File: src/hdl/frame_bump_allocator_core_assert.svh
// Assertion macros used by the frame bump allocator core
`ifndef FRAME_BUMP_ALLOCATOR_CORE_ASSERT_SVH
`define FRAME_BUMP_ALLOCATOR_CORE_ASSERT_SVH

// same-cycle implication
`define FBA_ASSERT_SAME(label, clk, rst, ante, cons) \
   label: assert property (@(posedge clk) disable iff (rst) (ante) |-> (cons)) \
      else $error("%m: same-cycle check failed");

// next-cycle implication
`define FBA_ASSERT_NEXT(label, clk, rst, ante, cons) \
   label: assert property (@(posedge clk) disable iff (rst) (ante) |=> (cons)) \
      else $error("%m: next-cycle check failed");

`endif

File: src/hdl/fba_pkg.sv
// Types and constants of the frame bump allocator
`timescale 1ns / 1ps
package fba_pkg;

   localparam int FIELD_BITS = 24;
   localparam int INDEX_BITS = 2;

   typedef enum logic {
      CMD_ALLOC     = 1'b0,
      CMD_FRAME_END = 1'b1
   } command_type;

endpackage

File: src/hdl/fba_cell.sv
// One history cell: holds a frame usage and passes it on along the ring
`timescale 1ns / 1ps
module fba_cell #(
   parameter int SIZE_BITS = 24
) (
   input  logic                 clock,
   input  logic                 reset,
   input  logic                 shift_en,
   input  logic [SIZE_BITS-1:0] data_in,
   output logic [SIZE_BITS-1:0] data_out
);

   logic [SIZE_BITS-1:0] value_ff;
   logic [SIZE_BITS-1:0] value_in;

   always_comb begin
      value_in = shift_en ? data_in : value_ff;
   end

   always_ff @(posedge clock) begin
      if (reset) begin
         value_ff <= '0;
      end else begin
         value_ff <= value_in;
      end
   end

   assign data_out = value_ff;

endmodule

File: src/hdl/fba_ring.sv
// History ring of cells with a rotating peak search
`timescale 1ns / 1ps
module fba_ring #(
   parameter int HISTORY_COUNT = 16,
   parameter int SIZE_BITS     = 24
) (
   input  logic                 clock,
   input  logic                 reset,
   input  logic                 load,
   input  logic [SIZE_BITS-1:0] load_value,
   output logic                 done,
   output logic [SIZE_BITS-1:0] peak
);

   localparam int CNT_W = (HISTORY_COUNT > 1) ? $clog2(HISTORY_COUNT) : 1;
   localparam logic [CNT_W-1:0] LAST_STEP = CNT_W'(HISTORY_COUNT - 1);

   logic [SIZE_BITS-1:0] tap [HISTORY_COUNT];
   logic [SIZE_BITS-1:0] head_in;
   logic                 shift_en;

   logic                 run_ff,  run_in;
   logic                 done_ff, done_in;
   logic [CNT_W-1:0]     cnt_ff,  cnt_in;
   logic [SIZE_BITS-1:0] peak_ff, peak_in;

   assign head_in  = load ? load_value : tap[HISTORY_COUNT-1];
   assign shift_en = load | run_ff;

   fba_cell #(.SIZE_BITS(SIZE_BITS)) u_cell_head (
      .clock    (clock),
      .reset    (reset),
      .shift_en (shift_en),
      .data_in  (head_in),
      .data_out (tap[0])
   );

   generate
      for (genvar i = 1; i < HISTORY_COUNT; i++) begin : g_cell
         fba_cell #(.SIZE_BITS(SIZE_BITS)) u_cell (
            .clock    (clock),
            .reset    (reset),
            .shift_en (shift_en),
            .data_in  (tap[i-1]),
            .data_out (tap[i])
         );
      end
   endgenerate

   always_comb begin
      run_in  = run_ff;
      done_in = 1'b0;
      cnt_in  = cnt_ff;
      peak_in = peak_ff;
      if (load) begin
         run_in  = 1'b1;
         cnt_in  = '0;
         peak_in = '0;
      end else if (run_ff) begin
         if (tap[HISTORY_COUNT-1] > peak_ff) begin
            peak_in = tap[HISTORY_COUNT-1];
         end
         if (cnt_ff == LAST_STEP) begin
            run_in  = 1'b0;
            done_in = 1'b1;
         end else begin
            cnt_in = cnt_ff + CNT_W'(1);
         end
      end
   end

   always_ff @(posedge clock) begin
      if (reset) begin
         run_ff  <= 1'b0;
         done_ff <= 1'b0;
         cnt_ff  <= '0;
         peak_ff <= '0;
      end else begin
         run_ff  <= run_in;
         done_ff <= done_in;
         cnt_ff  <= cnt_in;
         peak_ff <= peak_in;
      end
   end

   assign done = done_ff;
   assign peak = peak_ff;

endmodule

File: src/hdl/frame_bump_allocator_core.sv
// Top level of the frame bump allocator with rotating heaps
// Allocate: result in the cycle after the beat is taken; a new allocate each cycle while idle.
// Frame end: busy until one full rotation of the history ring has found the
// peak; the result is registered after the ring reports done.
// Results carry no back-pressure: rsp_strobe marks each for one cycle.
// Synchronous reset clears the counter, heap sizes, heap index and history ring.
`timescale 1ns / 1ps
`include "frame_bump_allocator_core_assert.svh"
module frame_bump_allocator_core #(
   parameter int HEAP_COUNT    = 4,
   parameter int HISTORY_COUNT = 16,
   parameter int SIZE_BITS     = 24
) (
   input  logic                              clock,
   input  logic                              reset,
   input  logic                              start,
   output logic                              busy,
   input  fba_pkg::command_type              req_command,
   input  logic [fba_pkg::FIELD_BITS-1:0]    req_request_bytes,
   output logic                              rsp_strobe,
   output logic                              rsp_placed,
   output logic                              rsp_fallback,
   output logic [fba_pkg::FIELD_BITS-1:0]    rsp_offset,
   output logic [fba_pkg::INDEX_BITS-1:0]    rsp_heap_index,
   output logic [fba_pkg::FIELD_BITS-1:0]    rsp_heap_bytes,
   output logic                              rsp_resize_needed
);

   import fba_pkg::*;

   localparam int HEAP_W = (HEAP_COUNT > 1) ? $clog2(HEAP_COUNT) : 1;
   localparam int WIDE   = (SIZE_BITS > FIELD_BITS) ? SIZE_BITS : FIELD_BITS;
   localparam int IDX_WIDE = (HEAP_W > INDEX_BITS) ? HEAP_W : INDEX_BITS;
   localparam logic [HEAP_W-1:0]    LAST_HEAP = HEAP_W'(HEAP_COUNT - 1);
   localparam logic [SIZE_BITS-1:0] SIZE_MAX  = {SIZE_BITS{1'b1}};

   typedef enum logic {
      S_IDLE,
      S_RUN
   } state_type;

   state_type            state_ff, state_in;
   logic [SIZE_BITS-1:0] used_ff, used_in;
   logic [HEAP_W-1:0]    heap_ff, heap_in;
   logic [SIZE_BITS-1:0] heap_size_ff [HEAP_COUNT];
   logic                 size_we;

   logic                      strobe_ff, strobe_in;
   logic                      placed_ff, placed_in;
   logic                      fallback_ff, fallback_in;
   logic [FIELD_BITS-1:0]     offset_ff, offset_in;
   logic [INDEX_BITS-1:0]     index_ff, index_in;
   logic [FIELD_BITS-1:0]     bytes_ff, bytes_in;
   logic                      resize_ff, resize_in;

   logic                 accept;
   logic [HEAP_W-1:0]    next_heap;
   logic [HEAP_W-1:0]    rd_idx;
   logic [SIZE_BITS-1:0] rd_size;
   logic [WIDE-1:0]      req_wide;
   logic [SIZE_BITS-1:0] req_sat;
   logic [SIZE_BITS:0]   sum;
   logic                 fits;
   logic [WIDE-1:0]      used_wide;
   logic [WIDE-1:0]      size_wide;
   logic [WIDE-1:0]      peak_wide;
   logic [IDX_WIDE-1:0]  idx_wide;

   logic                 ring_load;
   logic                 ring_done;
   logic [SIZE_BITS-1:0] ring_peak;

   assign busy      = (state_ff != S_IDLE);
   assign accept    = start && !busy;
   assign ring_load = accept && (req_command == CMD_FRAME_END);

   assign next_heap = (heap_ff == LAST_HEAP) ? '0 : heap_ff + HEAP_W'(1);
   assign rd_idx    = (state_ff == S_RUN) ? next_heap : heap_ff;
   assign rd_size   = heap_size_ff[rd_idx];

   assign req_wide = WIDE'(req_request_bytes);
   assign req_sat  = (req_wide > WIDE'(SIZE_MAX)) ? SIZE_MAX : req_wide[SIZE_BITS-1:0];
   assign sum      = {1'b0, used_ff} + {1'b0, req_sat};
   assign fits     = (sum <= {1'b0, rd_size});

   assign used_wide = WIDE'(used_ff);
   assign size_wide = WIDE'(rd_size);
   assign peak_wide = WIDE'(ring_peak);

   fba_ring #(
      .HISTORY_COUNT (HISTORY_COUNT),
      .SIZE_BITS     (SIZE_BITS)
   ) u_ring (
      .clock      (clock),
      .reset      (reset),
      .load       (ring_load),
      .load_value (used_ff),
      .done       (ring_done),
      .peak       (ring_peak)
   );

   always_comb begin
      state_in    = state_ff;
      used_in     = used_ff;
      heap_in     = heap_ff;
      size_we     = 1'b0;
      strobe_in   = 1'b0;
      placed_in   = placed_ff;
      fallback_in = fallback_ff;
      offset_in   = offset_ff;
      index_in    = index_ff;
      bytes_in    = bytes_ff;
      resize_in   = resize_ff;
      idx_wide    = IDX_WIDE'(heap_ff);
      case (state_ff)
         S_IDLE: begin
            if (accept) begin
               if (req_command == CMD_ALLOC) begin
                  strobe_in   = 1'b1;
                  placed_in   = fits;
                  fallback_in = !fits;
                  offset_in   = fits ? used_wide[FIELD_BITS-1:0] : '0;
                  index_in    = idx_wide[INDEX_BITS-1:0];
                  bytes_in    = size_wide[FIELD_BITS-1:0];
                  resize_in   = 1'b0;
                  used_in     = sum[SIZE_BITS] ? SIZE_MAX : sum[SIZE_BITS-1:0];
               end else begin
                  used_in  = '0;
                  state_in = S_RUN;
               end
            end
         end
         S_RUN: begin
            if (ring_done) begin
               idx_wide    = IDX_WIDE'(next_heap);
               strobe_in   = 1'b1;
               placed_in   = 1'b0;
               fallback_in = 1'b0;
               offset_in   = '0;
               index_in    = idx_wide[INDEX_BITS-1:0];
               bytes_in    = peak_wide[FIELD_BITS-1:0];
               resize_in   = (rd_size != ring_peak);
               size_we     = 1'b1;
               heap_in     = next_heap;
               state_in    = S_IDLE;
            end
         end
         default: begin
            state_in = S_IDLE;
         end
      endcase
   end

   always_ff @(posedge clock) begin
      if (reset) begin
         state_ff  <= S_IDLE;
         used_ff   <= '0;
         heap_ff   <= '0;
         strobe_ff <= 1'b0;
         for (int i = 0; i < HEAP_COUNT; i++) begin
            heap_size_ff[i] <= '0;
         end
      end else begin
         state_ff  <= state_in;
         used_ff   <= used_in;
         heap_ff   <= heap_in;
         strobe_ff <= strobe_in;
         if (size_we) begin
            heap_size_ff[rd_idx] <= ring_peak;
         end
      end
      placed_ff   <= placed_in;
      fallback_ff <= fallback_in;
      offset_ff   <= offset_in;
      index_ff    <= index_in;
      bytes_ff    <= bytes_in;
      resize_ff   <= resize_in;
   end

   assign rsp_strobe        = strobe_ff;
   assign rsp_placed        = placed_ff;
   assign rsp_fallback      = fallback_ff;
   assign rsp_offset        = offset_ff;
   assign rsp_heap_index    = index_ff;
   assign rsp_heap_bytes    = bytes_ff;
   assign rsp_resize_needed = resize_ff;

   `FBA_ASSERT_SAME(a_place_excl, clock, reset, rsp_strobe && rsp_placed, !rsp_fallback)
   `FBA_ASSERT_NEXT(a_frame_busy, clock, reset, ring_load, busy && !rsp_strobe)
   `FBA_ASSERT_SAME(a_done_in_run, clock, reset, ring_done, state_ff == S_RUN)
   `FBA_ASSERT_SAME(a_resize_frame, clock, reset,
                    rsp_strobe && rsp_resize_needed, !rsp_placed && !rsp_fallback)
   `FBA_ASSERT_NEXT(a_frame_clear, clock, reset, ring_load, used_ff == '0)

endmodule
File: config.mk
export PLATFORM = sky130hd
export DESIGN_NAME = frame_bump_allocator_core
export DESIGN_NICKNAME = d
export VERILOG_FILES = /design/src/hdl/fba_pkg.sv /design/src/hdl/fba_cell.sv /design/src/hdl/fba_ring.sv /design/src/hdl/frame_bump_allocator_core.sv
export VERILOG_INCLUDE_DIRS = /design/src /design/src/hdl
export SDC_FILE = /design/constraint.sdc
export NUM_CORES = 1
export LEC_CHECK = 0
export BUFFER_PORTS_ARGS = -buffer_cell sky130_fd_sc_hd__buf_4
export CELL_PAD_IN_SITES_DETAIL_PLACEMENT = 1
export CELL_PAD_IN_SITES_GLOBAL_PLACEMENT = 1
export CORE_MARGIN = 10
export CORE_UTILIZATION = 56
export CTS_BUF_LIST = sky130_fd_sc_hd__clkbuf_4 sky130_fd_sc_hd__clkbuf_8
export DETAILED_ROUTE_END_ITERATION = 8
export GPL_TIMING_DRIVEN = 1
export PLACE_DENSITY = 0.94
export SLEW_MARGIN = 15
export SYNTH_ARGS = -nofsm -noshare
export SYNTH_HDL_FRONTEND = slang
export SYNTH_HIERARCHICAL = 1
export SYNTH_SLANG_ARGS = --single-unit
File: constraint.sdc
create_clock -name clock -period 12.1 [get_ports clock]
set_input_delay 0.605 -clock clock [delete_from_list [all_inputs] [get_ports clock]]
set_output_delay 0.605 -clock clock [all_outputs]
set_load 0.005 [all_outputs]
==> results.rst <==
.. list-table::
   :header-rows: 1

   * - Metric
     - Value
   * - Result of the run
     - completed
   * - Post-synth EDFFs
     - 149
   * - Start of the worst register-to-register path
     - busy
   * - Type of destination of the critical path
     - flop
   * - Vias in the first global route
     - 20400
   * - Number of maximum-capacitance constraint violations
     - 0
   * - Num Clock Sinks
     - 591
   * - Clock period minus worst slack
     - 5.02 ns
   * - Vias per Instance
     - 6.01
   * - Commonest non-fill, non-tap cells in the layout
     - sky130_fd_sc_hd__dfxtp_1 (441), sky130_fd_sc_hd__nor2_1 (431), sky130_fd_sc_hd__mux2i_1 (404), sky130_fd_sc_hd__edfxtp_1 (149), sky130_fd_sc_hd__and2_1 (137)
   * - Slew Limit Headroom
     - 16.8%
   * - Remaining DRCs
     - 0
   * - Number of design-rule violations left by the first detailed-router iteration
     - 1476
   * - Total leakage power
     - 11.6 nW
   * - Achievable clock frequency
     - 0.199 GHz
   * - Number of placement rows
     - 78
   * - Launching element type of the critical path
     - flop
   * - Transition at the pin with the smallest max-transition slack
     - 1.25 ns
   * - # IOs
     - 83
   * - Most frequent standard cell in the layout excluding fill and tap cells
     - sky130_fd_sc_hd__dfxtp_1
   * - Post-synth top flop
     - sky130_fd_sc_hd__dfxtp_1
   * - R2R cell count
     - 15
   * - Area growth from synthesis to layout
     - 10.1%
   * - Number of antenna violations at the first check in global routing
     - 2
   * - Fillers
     - 4753
   * - Initial Util
     - 56.7%
   * - Largest net degree at the start of global routing
     - 248
   * - Total iterations of the first detailed-routing run
     - 5
   * - Wire length of the first global-routing pass
     - 123000 um
   * - Unrepaired setup endpoints after global routing
     - no
   * - Worst voltage drop across the vdd grid
     - 157 uV
   * - Final HPWL DP
     - 45700 um
   * - Post-DRT Antenna Nets
     - 0
   * - Detail-routed net length per standard cell
     - 25.5 um
   * - Mapped Cells
     - 2354
   * - Worst reg-to-reg setup slack
     - 7.08 ns
   * - Number of vias after detailed routing
     - 18700
   * - Die ar.
     - 55100 um^2
   * - Global route overflow
     - 0
   * - TritonCTS clock tree
     - built
   * - Cell Pwr Density
     - 159 nW/um^2
   * - Arrival @ worst endpoint
     - 5.58 ns
   * - Worst R2R End
     - rsp_offset[4]
   * - Share of power burned in registers
     - 46.2%
   * - Buffer type at the clock tree root
     - sky130_fd_sc_hd__clkbuf_8
   * - Hold-critical path endpoint
     - u_ring/g_cell[8].u_cell/data_out[13]
   * - Per-instance average area after synthesis
     - 11.0 um^2
   * - Clk pin slew, worst setup/hold paths
     - 0.07 ns
   * - Total negative slack
     - 0 ns
   * - Height of the die
     - 235 um
   * - Worst-case clock buffer depth
     - 3
   * - Final max-slew violation count
     - 0
   * - Share of total power in the clock network
     - 44.9%
   * - Share of total power consumed by net switching
     - 25.8%
   * - Core region area
     - 45500 um^2
   * - Max Clock Skew
     - 0.0358 ns
   * - Clock latency on the worst-skew pair
     - 0.72 ns
   * - Die Wd
     - 235 um
   * - Number of synthesized register bits
     - 591
   * - Share of the yosys chip area belonging to registers
     - 51.6%
   * - Number of warnings issued by yosys
     - 6
   * - Min-delay worst type
     - in2reg
   * - Post-synth design cell area
     - 25800 um^2
   * - Count of port buffers added during placement
     - 82
   * - Number of buffers added for setup after CTS
     - 0
   * - Combinational share of power
     - 9.0%
   * - Area leader, netlist
     - sky130_fd_sc_hd__dfxtp_1
   * - Share of post-route cells with drive strength above 1
     - 13.9%
   * - Routed wire length
     - 79100 um
   * - Number of buffers created by CTS
     - 95
   * - Overall global routing resource usage
     - 27.8%
   * - Resize count post-CTS
     - 0
   * - Net count of the mapped netlist
     - 2457
   * - Setup slack at placement
     - 7.21 ns
   * - Synth cell types
     - 73
   * - Hold buffers post-CTS
     - 0
   * - Worst hold path startpoint
     - reset
   * - Setup Viol. Count Final
     - 0
   * - Routability-driven placement congestion ratio
     - 0.858
   * - Post-synth ARST share
     - 0%
   * - Worst hold stages
     - 2
   * - Count of final hold-check violations
     - 0
   * - Period Utilization, post-route
     - 41.5%
   * - Htree depth
     - 3
   * - Type of the setup path with the least slack
     - reg2reg
   * - Internal Dissipation
     - 3.34 mW
   * - Cells taking the most area after synthesis
     - sky130_fd_sc_hd__dfxtp_1 (34%), sky130_fd_sc_hd__edfxtp_1 (17%), sky130_fd_sc_hd__mux2i_1 (16%)
   * - Share of the synthesized area in the top cell type
     - 34.3%
   * - Post-layout net count
     - 2524
   * - CP max FO
     - 60
   * - Worst endpoint required time
     - 12.66 ns
   * - Least setup slack across all paths after layout
     - 7.08 ns
   * - Reported net switching power
     - 1.16 mW
[final cells by class]
class / count / area [um^2] / share of cell area, %
diodes: 2 / 5.00 / 0.0176
clock buffers: 141 / 1810 / 6.37
clock inverters: 38 / 428 / 1.51
inverters: 72 / 273 / 0.960
multi-input cells: 1563 / 11000 / 38.9
flip-flops and latches: 591 / 13300 / 46.9
well taps: 600 / 751 / 2.64
repair buffers: 98 / 768 / 2.70
[sequential cells by signal (all words and copies together) (netlist names)]
name / flops
used_ff: 24
heap_ff: 2
busy: 1
rsp_heap_index: 2
rsp_resize_needed: 1
rsp_placed: 1
heap_size_ff: 96
u_ring/done: 1
rsp_strobe: 1
rsp_offset: 24
rsp_heap_bytes: 24
u_ring/u_cell_head/data_out: 24
u_ring/run_ff: 1
u_ring/peak: 24
u_ring/g_cell.u_cell/data_out: 360
rsp_fallback: 1
u_ring/cnt_ff: 4
[power groups by stage]
| stage | clock [mW] | combinational, mW | sequential, mW |
|---|---|---|---|
| 2_1_floorplan | 0 | 0.334 | 2.11 |
| 3_3_place_gp | 0 | 0.377 | 2.12 |
| 3_5_place_dp | 0 | 0.393 | 2.12 |
| 4_1_cts | 2.05 | 0.400 | 2.08 |
| 5_1_grt | 2.13 | 0.433 | 2.08 |
| 6_report | 2.02 | 0.404 | 2.08 |
[how the worst max path moves through the flow]
stage	from	end	slack (ns)	cells past startpoint
after floorplan	busy	rsp_fallback	7.06	3
after global placement	busy	rsp_offset[11]	7.42	14
after global routing	busy	rsp_offset[4]	6.81	15
final	busy	rsp_offset[4]	7.08	15
after CTS	busy	rsp_offset[4]	7.13	15
after detailed placement	busy	rsp_offset[4]	7.21	15
[synthesized netlist by cell type, types with 3 or more instances]
| cell type | instances |
|---|---|
| sky130_fd_sc_hd__o21ai_0 | 68 |
| sky130_fd_sc_hd__nand3_1 | 7 |
| sky130_fd_sc_hd__inv_1 | 70 |
| sky130_fd_sc_hd__o21a_1 | 9 |
| sky130_fd_sc_hd__edfxtp_1 | 149 |
| sky130_fd_sc_hd__nand2_1 | 100 |
| sky130_fd_sc_hd__and4_1 | 3 |
| sky130_fd_sc_hd__buf_6 | 22 |
| sky130_fd_sc_hd__a211oi_1 | 15 |
| sky130_fd_sc_hd__nor2_1 | 432 |
| sky130_fd_sc_hd__nor2b_1 | 7 |
| sky130_fd_sc_hd__clkbuf_1 | 66 |
| sky130_fd_sc_hd__o211ai_1 | 7 |
| sky130_fd_sc_hd__ha_1 | 74 |
| sky130_fd_sc_hd__and2_1 | 137 |
| sky130_fd_sc_hd__nand2b_1 | 4 |
| sky130_fd_sc_hd__a21o_1 | 21 |
| sky130_fd_sc_hd__buf_12 | 33 |
| sky130_fd_sc_hd__dfxtp_1 | 442 |
| sky130_fd_sc_hd__and3_1 | 18 |
| sky130_fd_sc_hd__or2_2 | 11 |
| sky130_fd_sc_hd__mux4_2 | 8 |
| sky130_fd_sc_hd__a211o_1 | 5 |
| sky130_fd_sc_hd__a22o_2 | 3 |
| sky130_fd_sc_hd__o221ai_1 | 4 |
| sky130_fd_sc_hd__a2111oi_0 | 5 |
| sky130_fd_sc_hd__a31oi_1 | 5 |
| sky130_fd_sc_hd__nand4_1 | 17 |
| sky130_fd_sc_hd__nor4_1 | 6 |
| sky130_fd_sc_hd__or3_1 | 5 |
| sky130_fd_sc_hd__mux2_2 | 33 |
| sky130_fd_sc_hd__o2111ai_1 | 6 |
| sky130_fd_sc_hd__a21oi_1 | 45 |
| sky130_fd_sc_hd__buf_2 | 5 |
| sky130_fd_sc_hd__xnor2_1 | 22 |
| sky130_fd_sc_hd__nor3_1 | 9 |
| sky130_fd_sc_hd__a22o_1 | 21 |
| sky130_fd_sc_hd__mux2i_1 | 404 |
| sky130_fd_sc_hd__xor2_1 | 12 |
[through the flow]
step           hold slack (ns)  utilization [%]  cell area, um^2  instances  power (mW)
6_report                 0.293             62.5            28400       3105        4.51
5_1_grt                  0.308             62.5            28400       3103        4.65
4_1_cts                  0.280             62.4            28400       3103        4.53
3_5_place_dp             0.477             57.5            26200       2924        2.51
3_3_place_gp             0.471             57.5            26200       2924        2.50
2_1_floorplan            0.440                -            25800       2354        2.45
[cell families (layout without fill, tap and decap cells)]
logic type                 after synthesis  after routing  synth area share [%]
AOI/OAI and AO/OA                      239            239                  6.30
muxes                                  446            446                  17.9
buffers and inverters                  200            349                  5.66
and+or+nand+nor                        769            769                  13.7
other                                    0              2                     0
xor gates and xnor gates                34             34                  1.15
adders and majority gates               75             75                  3.67
DFF                                    591            591                  51.6
[critical path, stage by stage, from the launching register on]
cell and delay [ns]:
sky130_fd_sc_hd__dfxtp_2 0.32, sky130_fd_sc_hd__buf_4 0.49, sky130_fd_sc_hd__mux2i_4 0.31, sky130_fd_sc_hd__buf_4 0.39
sky130_fd_sc_hd__clkinv_1 0.63, sky130_fd_sc_hd__a211oi_2 0.46, sky130_fd_sc_hd__or2_2 0.22, sky130_fd_sc_hd__ha_1 0.25
sky130_fd_sc_hd__nand4_1 0.14, sky130_fd_sc_hd__nor2_1 0.06, sky130_fd_sc_hd__a211o_1 0.26, sky130_fd_sc_hd__a221oi_1 0.36
sky130_fd_sc_hd__o211ai_1 0.17, sky130_fd_sc_hd__a211oi_2 0.21, sky130_fd_sc_hd__buf_4 0.31, sky130_fd_sc_hd__and2_1 0.25
[routing by layer]
metal / routed length (um) / GRT usage, % / vias to the layer above
met3: 4620 / 5.07 / 268
met4: 4150 / 15.4 / 0
met2: 40200 / 49.0 / 725
met5: 0 / 0 / -
met1: 30200 / 31.3 / 9336
li1: - / - / 8333
No activity file was read; power rests on OpenSTA's default activity.
